==> config.mk <==
export PLATFORM = sky130hd
export DESIGN_NAME = adc_trimmed_mean_ntc_temperature
export DESIGN_NICKNAME = d
export VERILOG_FILES = /design/src/atm_pkg.sv /design/src/atm_front.sv /design/src/atm_queue.sv /design/src/atm_back.sv /design/src/adc_trimmed_mean_ntc_temperature.sv
export SDC_FILE = /design/constraint.sdc
export NUM_CORES = 1
export LEC_CHECK = 0
export BUFFER_PORTS_ARGS = -buffer_cell sky130_fd_sc_hd__buf_2
export CORE_AREA = 2 2 183 185
export CTS_CLUSTER_SIZE = 8
export DETAILED_ROUTE_END_ITERATION = 6
export DIE_AREA = 0 0 185 187
export PLACE_DENSITY = 0.87
export SYNTH_ARGS = -nofsm -noshare
export SYNTH_HDL_FRONTEND = slang
export SYNTH_HIERARCHICAL = 1
export SYNTH_SLANG_ARGS = --single-unit
==> constraint.sdc <==
create_clock -name aclk -period 8.7 [get_ports aclk]
set_clock_uncertainty 0.05 [all_clocks]
set_input_delay 1.305 -clock aclk [delete_from_list [all_inputs] [get_ports aclk]]
set_output_delay 1.305 -clock aclk [all_outputs]
set_load 0.005 [all_outputs]
==> src/atm_pkg.sv <==
package atm_pkg;

    localparam int SampleWidth  = 12;
    localparam int SumWidth     = 16;
    localparam int CodeWidth    = 8;
    localparam int RunLength    = 10;
    localparam int CountWidth   = 4;
    localparam int AvgShift     = 3;

    localparam int QueueDepth   = 2;
    localparam int QueuePtrW    = $clog2(QueueDepth);
    localparam int QueueCntW    = $clog2(QueueDepth + 1);

    // Reciprocal scaling for the constant divisors of the NTC table
    localparam int RecipShift   = 16;
    localparam int RecipWidth   = 16;
    localparam int DivWidth     = 7;

    // Segment breakpoints
    localparam logic [SampleWidth-1:0] OpenLimit = 12'd4090;
    localparam logic [SampleWidth-1:0] Knee1     = 12'd2015;
    localparam logic [SampleWidth-1:0] Knee2     = 12'd964;
    localparam logic [SampleWidth-1:0] Knee3     = 12'd474;
    localparam logic [SampleWidth-1:0] Knee4     = 12'd244;
    localparam logic [SampleWidth-1:0] Knee5     = 12'd132;
    localparam logic [SampleWidth-1:0] Knee6     = 12'd102;
    localparam logic [SampleWidth-1:0] Knee7     = 12'd82;
    localparam logic [SampleWidth-1:0] Knee8     = 12'd62;
    localparam logic [SampleWidth-1:0] Knee9     = 12'd52;
    localparam logic [SampleWidth-1:0] Knee10    = 12'd42;

    // Segment slopes
    localparam logic [DivWidth-1:0] Slope1 = 7'd104;
    localparam logic [DivWidth-1:0] Slope2 = 7'd52;
    localparam logic [DivWidth-1:0] Slope3 = 7'd25;
    localparam logic [DivWidth-1:0] Slope4 = 7'd12;
    localparam logic [DivWidth-1:0] Slope5 = 7'd6;
    localparam logic [DivWidth-1:0] SlopeUnit = 7'd1;

    // Floor of 2^RecipShift over each slope
    localparam logic [RecipWidth-1:0] Recip1 = RecipWidth'((1 << RecipShift) / int'(Slope1));
    localparam logic [RecipWidth-1:0] Recip2 = RecipWidth'((1 << RecipShift) / int'(Slope2));
    localparam logic [RecipWidth-1:0] Recip3 = RecipWidth'((1 << RecipShift) / int'(Slope3));
    localparam logic [RecipWidth-1:0] Recip4 = RecipWidth'((1 << RecipShift) / int'(Slope4));
    localparam logic [RecipWidth-1:0] Recip5 = RecipWidth'((1 << RecipShift) / int'(Slope5));

    localparam logic [CodeWidth-1:0] CodeOpen  = 8'd0;
    localparam logic [CodeWidth-1:0] CodeShort = 8'd201;

    typedef struct packed {
        logic [SumWidth-1:0]    sum;
        logic [SampleWidth-1:0] max;
        logic [SampleWidth-1:0] min;
    } run_rec_t;

endpackage

==> src/atm_front.sv <==
module atm_front (
    input  logic                      aclk,
    input  logic                      aresetn,
    input  logic                      in_valid,
    output logic                      in_ready,
    input  logic [11:0]               in_sample,
    input  logic                      in_timed_out,
    output logic                      push,
    output atm_pkg::run_rec_t         push_rec,
    input  logic                      queue_full
);
    import atm_pkg::*;

    logic [CountWidth-1:0]  count_reg,  count_next;
    logic [SumWidth-1:0]    sum_reg,    sum_next;
    logic [SampleWidth-1:0] max_reg,    max_next;
    logic [SampleWidth-1:0] min_reg,    min_next;
    logic                   accept;
    logic                   run_done;

    assign in_ready = !queue_full;
    assign accept   = in_valid && in_ready;

    always_comb begin
        max_next = max_reg;
        min_next = min_reg;
        if (max_reg == '0) begin
            max_next = in_sample;
            min_next = in_sample;
        end else if (in_sample > max_reg) begin
            max_next = in_sample;
        end else if (in_sample < min_reg) begin
            min_next = in_sample;
        end
        sum_next   = sum_reg + SumWidth'(in_sample);
        count_next = count_reg + 1'b1;
    end

    assign run_done          = accept && !in_timed_out && (count_next == CountWidth'(RunLength));
    assign push              = run_done;
    assign push_rec.sum      = sum_next;
    assign push_rec.max      = max_next;
    assign push_rec.min      = min_next;

    always_ff @(posedge aclk) begin
        if (!aresetn) begin
            count_reg <= '0;
            sum_reg   <= '0;
            max_reg   <= '0;
            min_reg   <= '0;
        end else if (accept) begin
            if (in_timed_out || run_done) begin
                count_reg <= '0;
                sum_reg   <= '0;
                max_reg   <= '0;
                min_reg   <= '0;
            end else begin
                count_reg <= count_next;
                sum_reg   <= sum_next;
                max_reg   <= max_next;
                min_reg   <= min_next;
            end
        end
    end

endmodule

==> src/atm_queue.sv <==
module atm_queue (
    input  logic              aclk,
    input  logic              aresetn,
    input  logic              push,
    input  atm_pkg::run_rec_t push_rec,
    output logic              full,
    input  logic              pop,
    output logic              not_empty,
    output atm_pkg::run_rec_t pop_rec
);
    import atm_pkg::*;

    run_rec_t               mem [QueueDepth];
    logic [QueuePtrW-1:0]   wr_ptr_reg;
    logic [QueuePtrW-1:0]   rd_ptr_reg;
    logic [QueueCntW-1:0]   cnt_reg;
    logic                   do_push;
    logic                   do_pop;

    assign full      = (cnt_reg == QueueCntW'(QueueDepth));
    assign not_empty = (cnt_reg != '0);
    assign do_push   = push && !full;
    assign do_pop    = pop && not_empty;
    assign pop_rec   = mem[rd_ptr_reg];

    always_ff @(posedge aclk) begin
        if (do_push) begin
            mem[wr_ptr_reg] <= push_rec;
        end
    end

    always_ff @(posedge aclk) begin
        if (!aresetn) begin
            wr_ptr_reg <= '0;
            rd_ptr_reg <= '0;
            cnt_reg    <= '0;
        end else begin
            if (do_push) begin
                wr_ptr_reg <= (wr_ptr_reg == QueuePtrW'(QueueDepth - 1)) ? '0 : wr_ptr_reg + 1'b1;
            end
            if (do_pop) begin
                rd_ptr_reg <= (rd_ptr_reg == QueuePtrW'(QueueDepth - 1)) ? '0 : rd_ptr_reg + 1'b1;
            end
            if (do_push && !do_pop) begin
                cnt_reg <= cnt_reg + 1'b1;
            end else if (do_pop && !do_push) begin
                cnt_reg <= cnt_reg - 1'b1;
            end
        end
    end

endmodule

==> src/atm_back.sv <==
module atm_back (
    input  logic              aclk,
    input  logic              aresetn,
    input  logic              rec_valid,
    output logic              rec_pop,
    input  atm_pkg::run_rec_t rec,
    output logic              out_valid,
    input  logic              out_ready,
    output logic [11:0]       out_average,
    output logic [7:0]        out_code
);
    import atm_pkg::*;

    localparam int ProdWidth = SampleWidth + RecipWidth;

    logic en;

    // stage 1: trimmed sum and average
    logic                   v1_reg;
    logic [SampleWidth-1:0] avg1_reg, avg1_next;
    logic [SumWidth-1:0]    rest_a, rest_b;

    // stage 2: segment select
    logic                   v2_reg;
    logic [SampleWidth-1:0] avg2_reg;
    logic [SampleWidth-1:0] d2_reg,    d2_next;
    logic [DivWidth-1:0]    c2_reg,    c2_next;
    logic [RecipWidth-1:0]  m2_reg,    m2_next;
    logic [CodeWidth-1:0]   base2_reg, base2_next;
    logic                   unit2_reg, unit2_next;

    // stage 3: reciprocal product
    logic                   v3_reg;
    logic [SampleWidth-1:0] avg3_reg;
    logic [SampleWidth-1:0] d3_reg;
    logic [DivWidth-1:0]    c3_reg;
    logic [ProdWidth-1:0]   prod3_reg;
    logic [CodeWidth-1:0]   base3_reg;
    logic                   unit3_reg;

    // stage 4: correction and output
    logic                   out_valid_reg;
    logic [SampleWidth-1:0] out_avg_reg;
    logic [CodeWidth-1:0]   out_code_reg, code_next;
    logic [SampleWidth-1:0] q0, q, qc, rem;

    assign en      = !out_valid_reg || out_ready;
    assign rec_pop = en && rec_valid;

    always_comb begin
        rest_a    = (rec.sum >= SumWidth'(rec.max)) ? rec.sum - SumWidth'(rec.max) : '0;
        rest_b    = (rest_a >= SumWidth'(rec.min)) ? rest_a - SumWidth'(rec.min) : '0;
        avg1_next = SampleWidth'(rest_b >> AvgShift);
    end

    always_comb begin
        d2_next    = '0;
        c2_next    = SlopeUnit;
        m2_next    = '0;
        unit2_next = 1'b1;
        base2_next = CodeShort;
        priority if (avg1_reg > OpenLimit) begin
            base2_next = CodeOpen;
        end else if (avg1_reg > Knee1) begin
            base2_next = 8'd20;  d2_next = avg1_reg - Knee1;
            c2_next = Slope1;    m2_next = Recip1; unit2_next = 1'b0;
        end else if (avg1_reg > Knee2) begin
            base2_next = 8'd40;  d2_next = avg1_reg - Knee2;
            c2_next = Slope2;    m2_next = Recip2; unit2_next = 1'b0;
        end else if (avg1_reg > Knee3) begin
            base2_next = 8'd60;  d2_next = avg1_reg - Knee3;
            c2_next = Slope3;    m2_next = Recip3; unit2_next = 1'b0;
        end else if (avg1_reg > Knee4) begin
            base2_next = 8'd80;  d2_next = avg1_reg - Knee4;
            c2_next = Slope4;    m2_next = Recip4; unit2_next = 1'b0;
        end else if (avg1_reg > Knee5) begin
            base2_next = 8'd100; d2_next = avg1_reg - Knee5;
            c2_next = Slope5;    m2_next = Recip5; unit2_next = 1'b0;
        end else if (avg1_reg > Knee6) begin
            base2_next = 8'd140; d2_next = avg1_reg - Knee6;
        end else if (avg1_reg >= Knee7) begin
            base2_next = 8'd160; d2_next = avg1_reg - Knee7;
        end else if (avg1_reg >= Knee8) begin
            base2_next = 8'd180; d2_next = avg1_reg - Knee8;
        end else if (avg1_reg >= Knee9) begin
            base2_next = 8'd190; d2_next = avg1_reg - Knee9;
        end else if (avg1_reg >= Knee10) begin
            base2_next = 8'd200; d2_next = avg1_reg - Knee10;
        end else begin
            base2_next = CodeShort;
        end
    end

    // reciprocal quotient may fall short by one; fix with one compare
    always_comb begin
        q0        = prod3_reg[ProdWidth-1:RecipShift];
        qc        = SampleWidth'(q0 * SampleWidth'(c3_reg));
        rem       = d3_reg - qc;
        q         = unit3_reg ? d3_reg : q0 + SampleWidth'(rem >= SampleWidth'(c3_reg));
        code_next = base3_reg - q[CodeWidth-1:0];
    end

    always_ff @(posedge aclk) begin
        if (en) begin
            avg1_reg  <= avg1_next;
            avg2_reg  <= avg1_reg;
            d2_reg    <= d2_next;
            c2_reg    <= c2_next;
            m2_reg    <= m2_next;
            base2_reg <= base2_next;
            unit2_reg <= unit2_next;
            avg3_reg  <= avg2_reg;
            d3_reg    <= d2_reg;
            c3_reg    <= c2_reg;
            prod3_reg <= ProdWidth'(d2_reg) * ProdWidth'(m2_reg);
            base3_reg <= base2_reg;
            unit3_reg <= unit2_reg;
            out_avg_reg  <= avg3_reg;
            out_code_reg <= code_next;
        end
    end

    always_ff @(posedge aclk) begin
        if (!aresetn) begin
            v1_reg        <= 1'b0;
            v2_reg        <= 1'b0;
            v3_reg        <= 1'b0;
            out_valid_reg <= 1'b0;
        end else if (en) begin
            v1_reg        <= rec_valid;
            v2_reg        <= v1_reg;
            v3_reg        <= v2_reg;
            out_valid_reg <= v3_reg;
        end
    end

    assign out_valid   = out_valid_reg;
    assign out_average = out_avg_reg;
    assign out_code    = out_code_reg;

endmodule

==> src/adc_trimmed_mean_ntc_temperature.sv <==
// NTC thermistor front end: takes 12-bit ADC words in runs of ten, keeps a
// running sum, maximum and minimum, and after the tenth word drops the maximum
// and the minimum (floored at zero), divides by eight and returns that average
// with a temperature code from a ten-segment piecewise-linear table (0 for
// an open sensor above 4090, 201 below 42). A word with tuser set marks a
// timed-out conversion and abandons the run with no result. While the stored
// maximum is zero, a word restarts max and min. Input words are taken one per
// clock while the queue has room; the accumulator in the front stage sets that
// rate. Each finished run goes through a two-entry queue to a four-stage
// conversion pipeline (trim, segment select, reciprocal multiply, correction)
// whose stages hold while the output is stalled. The input stalls only when
// both queue entries hold runs awaiting conversion.
module adc_trimmed_mean_ntc_temperature (
    input  logic        aclk,
    input  logic        aresetn,
    input  logic        s_tvalid,
    output logic        s_tready,
    input  logic [15:0] s_tdata,   // [11:0] sample, [15:12] zero
    input  logic        s_tuser,   // [0] timed_out
    output logic        m_tvalid,
    input  logic        m_tready,
    output logic [23:0] m_tdata    // [11:0] average, [19:12] temperature_code, [23:20] zero
);
    import atm_pkg::*;

    run_rec_t   push_rec;
    run_rec_t   pop_rec;
    logic       push;
    logic       pop;
    logic       q_full;
    logic       q_not_empty;
    logic [11:0] average;
    logic [7:0]  temp_code;

    // accumulate words, emit one record per completed run
    atm_front u_front (
        .aclk         (aclk),
        .aresetn      (aresetn),
        .in_valid     (s_tvalid),
        .in_ready     (s_tready),
        .in_sample    (s_tdata[11:0]),
        .in_timed_out (s_tuser),
        .push         (push),
        .push_rec     (push_rec),
        .queue_full   (q_full)
    );

    // decouple accumulation from conversion
    atm_queue u_queue (
        .aclk      (aclk),
        .aresetn   (aresetn),
        .push      (push),
        .push_rec  (push_rec),
        .full      (q_full),
        .pop       (pop),
        .not_empty (q_not_empty),
        .pop_rec   (pop_rec)
    );

    // trim, average and map to temperature code
    atm_back u_back (
        .aclk        (aclk),
        .aresetn     (aresetn),
        .rec_valid   (q_not_empty),
        .rec_pop     (pop),
        .rec         (pop_rec),
        .out_valid   (m_tvalid),
        .out_ready   (m_tready),
        .out_average (average),
        .out_code    (temp_code)
    );

    assign m_tdata = {4'b0000, temp_code, average};

endmodule

Word level (Yosys, flattened, before mapping)
Memories as Yosys holds them, arrays and structs flattened. A register that Yosys moved wholly into a read port is not among the register bits. Cells that the tools add are included.

Bits in registers: 206. RAM bits: 80. Output and inout bits: 26. Memories: 1.

Add/subtract/negate cells: 21. Multipliers: 2. Magnitude comparators: 16. Equal/unequal tests: 2. Multiplexer cells: 54. Reductions and logical operators: 25.

Memories: u_queue.mem (depth 2, bits a word 40, read ports 1, clocked after memory_dff 1, write ports 1, RTL line atm_queue.sv:13) `run_rec_t mem [QueueDepth];`.

Operators by type and width (count): 12-bit 2-to-1 mux (18); 7-bit 2-to-1 mux (6); 8-bit 2-to-1 mux (5); 12-bit by 6-bit greater-or-equal comparator with 1-bit output (second input constant) (3); 12-bit by 6-bit subtractor with 12-bit output (second input constant) (3); 16-bit by 12-bit greater-or-equal comparator with 1-bit output (2); 16-bit 2-to-1 mux (2); 12-bit by 14-bit multiplier with 26-bit output (1); 12-bit by 8-bit > comparator with 1-bit output (second input constant) (2); 12-bit by 7-bit subtractor with 12-bit output (second input constant) (2); 12-bit by 8-bit subtractor with 12-bit output (second input constant) (2); 16-bit by 12-bit adder with 16-bit output (1); 16-bit by 12-bit subtractor with 16-bit output (1); 15-bit by 12-bit subtractor with 15-bit output (1); 14-bit 2-to-1 mux (1); 13-bit 2-to-1 mux (1); 12-bit by 7-bit greater-or-equal comparator with 1-bit output (1); 12-bit by 7-bit greater-or-equal comparator with 1-bit output (second input constant) (1); 12-bit by 10-bit > comparator with 1-bit output (second input constant) (1); 12-bit by 11-bit > comparator with 1-bit output (second input constant) (1); 12-bit > comparator (1); 12-bit > comparator (second input constant) (1); 12-bit by 7-bit > comparator with 1-bit output (second input constant) (1); 12-bit by 9-bit > comparator with 1-bit output (second input constant) (1); other kinds (34) (61).

Logic depth before layout (Yosys ltp)
Depth in word-level cells: 11. Gate-level depth with buffers: 31.

Modules after synthesis
The synthesis kept the hierarchy.

By module, submodules not included: atm_back (instances 1, cells an instance 1518, area an instance 14736.6 um^2, sequential area each 4073.9 um^2); atm_front (instances 1, cells an instance 341, area an instance 3148.0 um^2, sequential area each 880.8 um^2); atm_queue (instances 1, cells an instance 149, area an instance 3109.2 um^2, sequential area each 2502.4 um^2); adc_trimmed_mean_ntc_temperature (instances 1, cells an instance 5, area an instance 33.8 um^2, sequential area each 0.0 um^2).

Least setup slack after synthesis
OpenSTA, ideal clock, no wires.

Kind: input to register. From: input port m_tready. To: register u_queue.cnt_reg[1]. Library setup time: 0.070 ns. Arrival time: 6.482 ns. Required time: 8.580 ns. Path slack: 2.098 ns. Cell stages on the path: 7. Path buffers: 1. Cell sequence: nand2b_1 > clkbuf_1 > and2_1 > o21ai_1 > ha_1 > or3_1 > a21boi_1.

Cells in the longest elaborated chain, start to end: 6. Elaborated cells on any way between the ends: 8. Those cells by class: 1 x mux; 7 x reduce/logical.

RTL lines: from (decl) (RTL line adc_trimmed_mean_ntc_temperature.sv:21) `input logic m_tready,`; 1-bit logical OR * (RTL line atm_back.sv:47) `assign en = !out_valid_reg || out_ready;`; 1-bit logical AND * (RTL line atm_back.sv:48) `assign rec_pop = en && rec_valid;`; named net pop (RTL line adc_trimmed_mean_ntc_temperature.sv:29) `logic pop;`; 1-bit logical AND * (RTL line atm_queue.sv:23) `assign do_pop = pop && not_empty;`; 1-bit logical NOT (RTL line atm_queue.sv:44) `if (do_push && !do_pop) begin`; 1-bit logical AND (RTL line atm_queue.sv:44); 2-bit 2-to-1 mux or 2-bit nonzero test (tied branches); to (signal assigned) (RTL line atm_queue.sv:45) `cnt_reg <= cnt_reg + 1'b1;`; to (signal assigned) (RTL line atm_queue.sv:47) `cnt_reg <= cnt_reg - 1'b1;`; to (decl) (RTL line atm_queue.sv:16) `logic [QueueCntW-1:0] cnt_reg;`.

Mark *: on every way through the listed nets, which the timed path passes. The rest lies on a longest branch. A chain may end at the register's enable or synchronous reset.

Final worst setup path
From: register u_back.prod3_reg[20]. To: register u_back.out_code_reg[7], in the netlist u_back/out_code[7] (data pin).

Cells in the longest elaborated chain, start to end: 6.

RTL lines: from (decl) (RTL line atm_back.sv:37) `logic [ProdWidth-1:0] prod3_reg;`; from (signal assigned) (RTL line atm_back.sv:115) `prod3_reg <= ProdWidth'(d2_reg) * ProdWidth'(m2_reg);`; 12-bit by 7-bit multiplier with 12-bit output (RTL line atm_back.sv:97) `qc = SampleWidth'(q0 * SampleWidth'(c3_reg));`; 12-bit subtractor (RTL line atm_back.sv:98) `rem = d3_reg - qc;`; 12-bit by 7-bit greater-or-equal comparator with 1-bit output (RTL line atm_back.sv:99) `q = unit3_reg ? d3_reg : q0 + SampleWidth'(rem >= SampleWidth'(c3_reg));`; 8-bit by 1-bit adder with 8-bit output * (RTL line atm_back.sv:99); 8-bit 2-to-1 mux * (RTL line atm_back.sv:99); 8-bit subtractor * (RTL line atm_back.sv:100) `code_next = base3_reg - q[CodeWidth-1:0];`; named net u_back.code_next[7] (RTL line atm_back.sv:44) `logic [CodeWidth-1:0] out_code_reg, code_next;`; to (signal assigned) (RTL line atm_back.sv:119) `out_code_reg <= code_next;`; to (decl) (RTL line atm_back.sv:44).

Marks and branches as above.

==> impl.org <==
** Run status
- The run finished, with violations left.
- Failing checks :: DRC

** Logic synthesis
- Counting distinct cell types in the post-synthesis netlist gives 99.
- Sequential element share of the synthesized area :: 35.46%
- Synthesized instance count :: 2013
- For this run, the leading register cell type out of synthesis is sky130_fd_sc_hd__edfxtp_1.
- Of all flip-flops after synthesis, the portion carrying an async set or reset was 0%.
- Count of state elements after synthesis :: 266
- For this run, the number of Yosys warnings is 6.
- Mean area per synthesized cell :: 10.45 um^2
- Area of the mapped netlist :: 0.02103 mm^2
- Counting flops with a built-in enable in the synthesized netlist gives 213.

** STA
- Number of setup violations in the final report :: 0
- Slew at the pin with the worst max-slew slack :: 1.186 ns
- Part of the cycle the worst path needs :: 80.33%
- RSZ-0062 raised after global routing :: false
- For this run, the top clock speed supported by timing is 143.1 MHz.
- After routing, the total negative slack on setup checks comes to 0 ns.
- The number of slew-limit violations in the final report was 0.
- Headroom to the max-slew limit came out at 19.87%.
- Final Critical Period :: 6.988 ns
- The final-report hold violation count was 0.

** Route
- Final antenna-violating net count :: 0
- Dividing the detail-routed via count by the number of cells gives 6.140.
- Detailed routing inserted a total of 15230 vias.
- Iteration-0 DRC Markers :: 1414
- Wire length after detailed routing :: 47.43 mm
- Before antenna repair, the detailed router went through 7 iterations.
- In the final routed layout, each cell accounts on average for 19.12 um.
- Drc violations :: 1

** Placement
- After legalization and detailed placement, the total HPWL measured 33.85 mm.
- Cell Count Post-Placement :: 2420
- Buffers placed on the I/O ports in this run total 38.
- Standard cell area after detailed placement :: 0.02146 mm^2
- At the end of routability-driven placement, the weighted congestion stood at 0.9023.

** Min path
- Worst min path class :: register to register

** Layout
- The net count of the finished layout is 2370.
- 0 antenna diodes ended up in the layout.
- At the end of the flow the core is filled with cells to 68.90%.
- Max reg flops :: 80
- Non-filler cells, final :: 2481
- The finished cells cover 0.02264 mm^2.
- The post-route netlist has 8.854% of its cells at a drive strength greater than 1.
- Area delta synth->final :: 7.682%
- Most common cell after layout, fill and taps aside :: sky130_fd_sc_hd__inv_1
- Most frequent cells in the layout :: sky130_fd_sc_hd__inv_1, sky130_fd_sc_hd__edfxtp_1, sky130_fd_sc_hd__nand2_1

** Global routing
- Antenna violations before repair :: 1
- Via count of the first global-routing pass :: 15550
- GRT Residual Overflow :: 0
- Global routing consumed, over all layers together, 28.37% of the routing resources.
- Entering global routing, the biggest net connects 80 pins.
- The first global-routing pass estimated 78.23 mm of wire.

** Setup path
- Arrival time worst endpoint :: 7.23 ns
- Critical Path Fanout Max :: 10
- Worst setup EP type :: register
- Worst Setup Path Type :: register to register
- Element type at the critical path start :: register
- Data required time at the worst endpoint :: 8.94 ns

** Clock tree
- For the worst-skew pair, the clock arrives at the later sink with an insertion delay of 0.54 ns.
- The number of setup buffers added after CTS is 0.
- No sink is reached through more buffers than the 3 on the longest clock path.
- Counting the buffers created by CTS gives 40.
- The H-tree generated during clock tree synthesis spans 2 levels.
- CTS tree :: done
- After clock tree synthesis, the clock-pin slew on the worst setup and hold paths is 0.05 ns.
- Gates resized, CTS repair :: 0
- Buffers inserted to repair hold after CTS numbered 0.
- Root buffer cell :: sky130_fd_sc_hd__clkbuf_16
- The clock drives 266 sinks.

** Die
- The total area inside the core boundary comes to 0.03286 mm^2.
- Die H :: 187 um
- In this run the count of I/O pins placed on the die edge is 47.
- The die covers 0.03460 mm^2.
- Placement row count :: 67
- Starting Density :: 63.99%
- Die Width :: 185 um

** Flow run
- Max-cap violations in this run came to 0.

** Pwr
- For this design the ratio of total power to cell area is 132.7 mW/mm^2.
- For this design the static power due to leakage is 9.898 nW.
- Maximum vdd ir drop :: 0.1796 mV
-- critical path, stage by stage (launching register included) --
cell	delay, ns
sky130_fd_sc_hd__edfxtp_1	0.56
sky130_fd_sc_hd__and2_1	0.27
sky130_fd_sc_hd__fa_1	0.52
sky130_fd_sc_hd__fa_1	0.52
sky130_fd_sc_hd__fa_1	0.51
sky130_fd_sc_hd__fa_1	0.56
sky130_fd_sc_hd__inv_1	0.05
sky130_fd_sc_hd__ha_1	0.33
sky130_fd_sc_hd__nor2_1	0.15
sky130_fd_sc_hd__xor2_1	0.19
sky130_fd_sc_hd__xnor2_1	0.16
sky130_fd_sc_hd__xnor2_1	0.15
sky130_fd_sc_hd__xnor2_1	0.11
sky130_fd_sc_hd__nor4_1	0.20
sky130_fd_sc_hd__nand4_1	0.19
sky130_fd_sc_hd__ha_1	0.25
sky130_fd_sc_hd__ha_1	0.29
sky130_fd_sc_hd__mux2i_1	0.33
sky130_fd_sc_hd__ha_1	0.31
sky130_fd_sc_hd__a21oi_1	0.13
sky130_fd_sc_hd__o21ai_0	0.14
sky130_fd_sc_hd__a21oi_1	0.18
sky130_fd_sc_hd__o21bai_1	0.10
sky130_fd_sc_hd__a21o_1	0.18
sky130_fd_sc_hd__a21oi_1	0.19
sky130_fd_sc_hd__xnor2_1	0.09
-- per-layer routing --
metal  track usage (%)  part of all wire, %  vias to the layer above
li1                  -                    -                     6919
met1             35.35                   38                     7407
met2             49.37                   51                      736
met3             4.342                  7.5                      172
met4             11.48                  4.0                        0
met5                 0                    0                        -
-- logic make-up (layout without fill, tap and decap cells) --
family	Yosys count	in the layout	share of synthesized area, %
flops	266	266	35.46
other cells	1	4	0.01783
fa+ha+maj	335	335	25.75
mux	71	71	3.761
buf+inv	362	379	6.801
compound gates	352	352	11.66
simple gates	534	534	12.72
xor+xnor	92	92	3.832
-- synth_stat cells, types with 52 or more instances --
library cell                 n  area [um^2]
sky130_fd_sc_hd__mux2_2     52        585.6
sky130_fd_sc_hd__ha_1      172         2152
sky130_fd_sc_hd__a21oi_1    82        410.4
sky130_fd_sc_hd__xnor2_1    65        569.3
sky130_fd_sc_hd__clkbuf_1   65        244.0
sky130_fd_sc_hd__o21ai_0    66        330.3
sky130_fd_sc_hd__fa_1      163         3263
sky130_fd_sc_hd__inv_1     267         1002
sky130_fd_sc_hd__and2_1     93        581.8
sky130_fd_sc_hd__dfxtp_1    53         1061
sky130_fd_sc_hd__edfxtp_1  213         6396
sky130_fd_sc_hd__nand2_1   194        728.2
sky130_fd_sc_hd__nor2_1     87        326.6
-- area by class of cell --
type | count | area [um^2]
Sequential cell | 266 | 7457
Inverter | 270 | 1013
Tap cell | 448 | 560.5
Clock inverter | 4 | 83.83
Fill cell | 2293 | 10220
Clock buffer | 57 | 1096
Multi-Input combinational cell | 1388 | 12170
Timing Repair Buffer | 48 | 265.3
-- through the flow --
step,hold WS (ns),total power [W],setup slack (ns)
after global placement,0.3517,0.001562,1.887
after detailed placement,0.3545,0.001572,1.669
final,0.3605,0.003004,1.712
after CTS,0.3639,0.003018,1.676
after floorplan,0.3503,0.001533,2.098
after global routing,0.3643,0.003093,1.369
-- power by group --
| part | internal (W) | leakage (nW) | switching [W] |
|---|---|---|---|
| clock | 0.000898 | 0.567 | 0.000550 |
| sequential | 0.00139 | 2.60 | 0.00000967 |
| combinational | 0.0000625 | 6.73 | 0.0000979 |
-- worst paths after layout --
kind                             start  depth (start not counted)  slack [ns]                 end
hold / removal      u_back/avg2_reg[7]                          0        0.36  u_back/avg3_reg[7]
setup reg to reg  u_back/prod3_reg[20]                         25        1.71  u_back/out_code[7]
hold reg to reg     u_back/avg2_reg[7]                          0        0.36  u_back/avg3_reg[7]
setup / recovery  u_back/prod3_reg[20]                         25        1.71  u_back/out_code[7]
No activity file was read; power rests on OpenSTA's default activity.
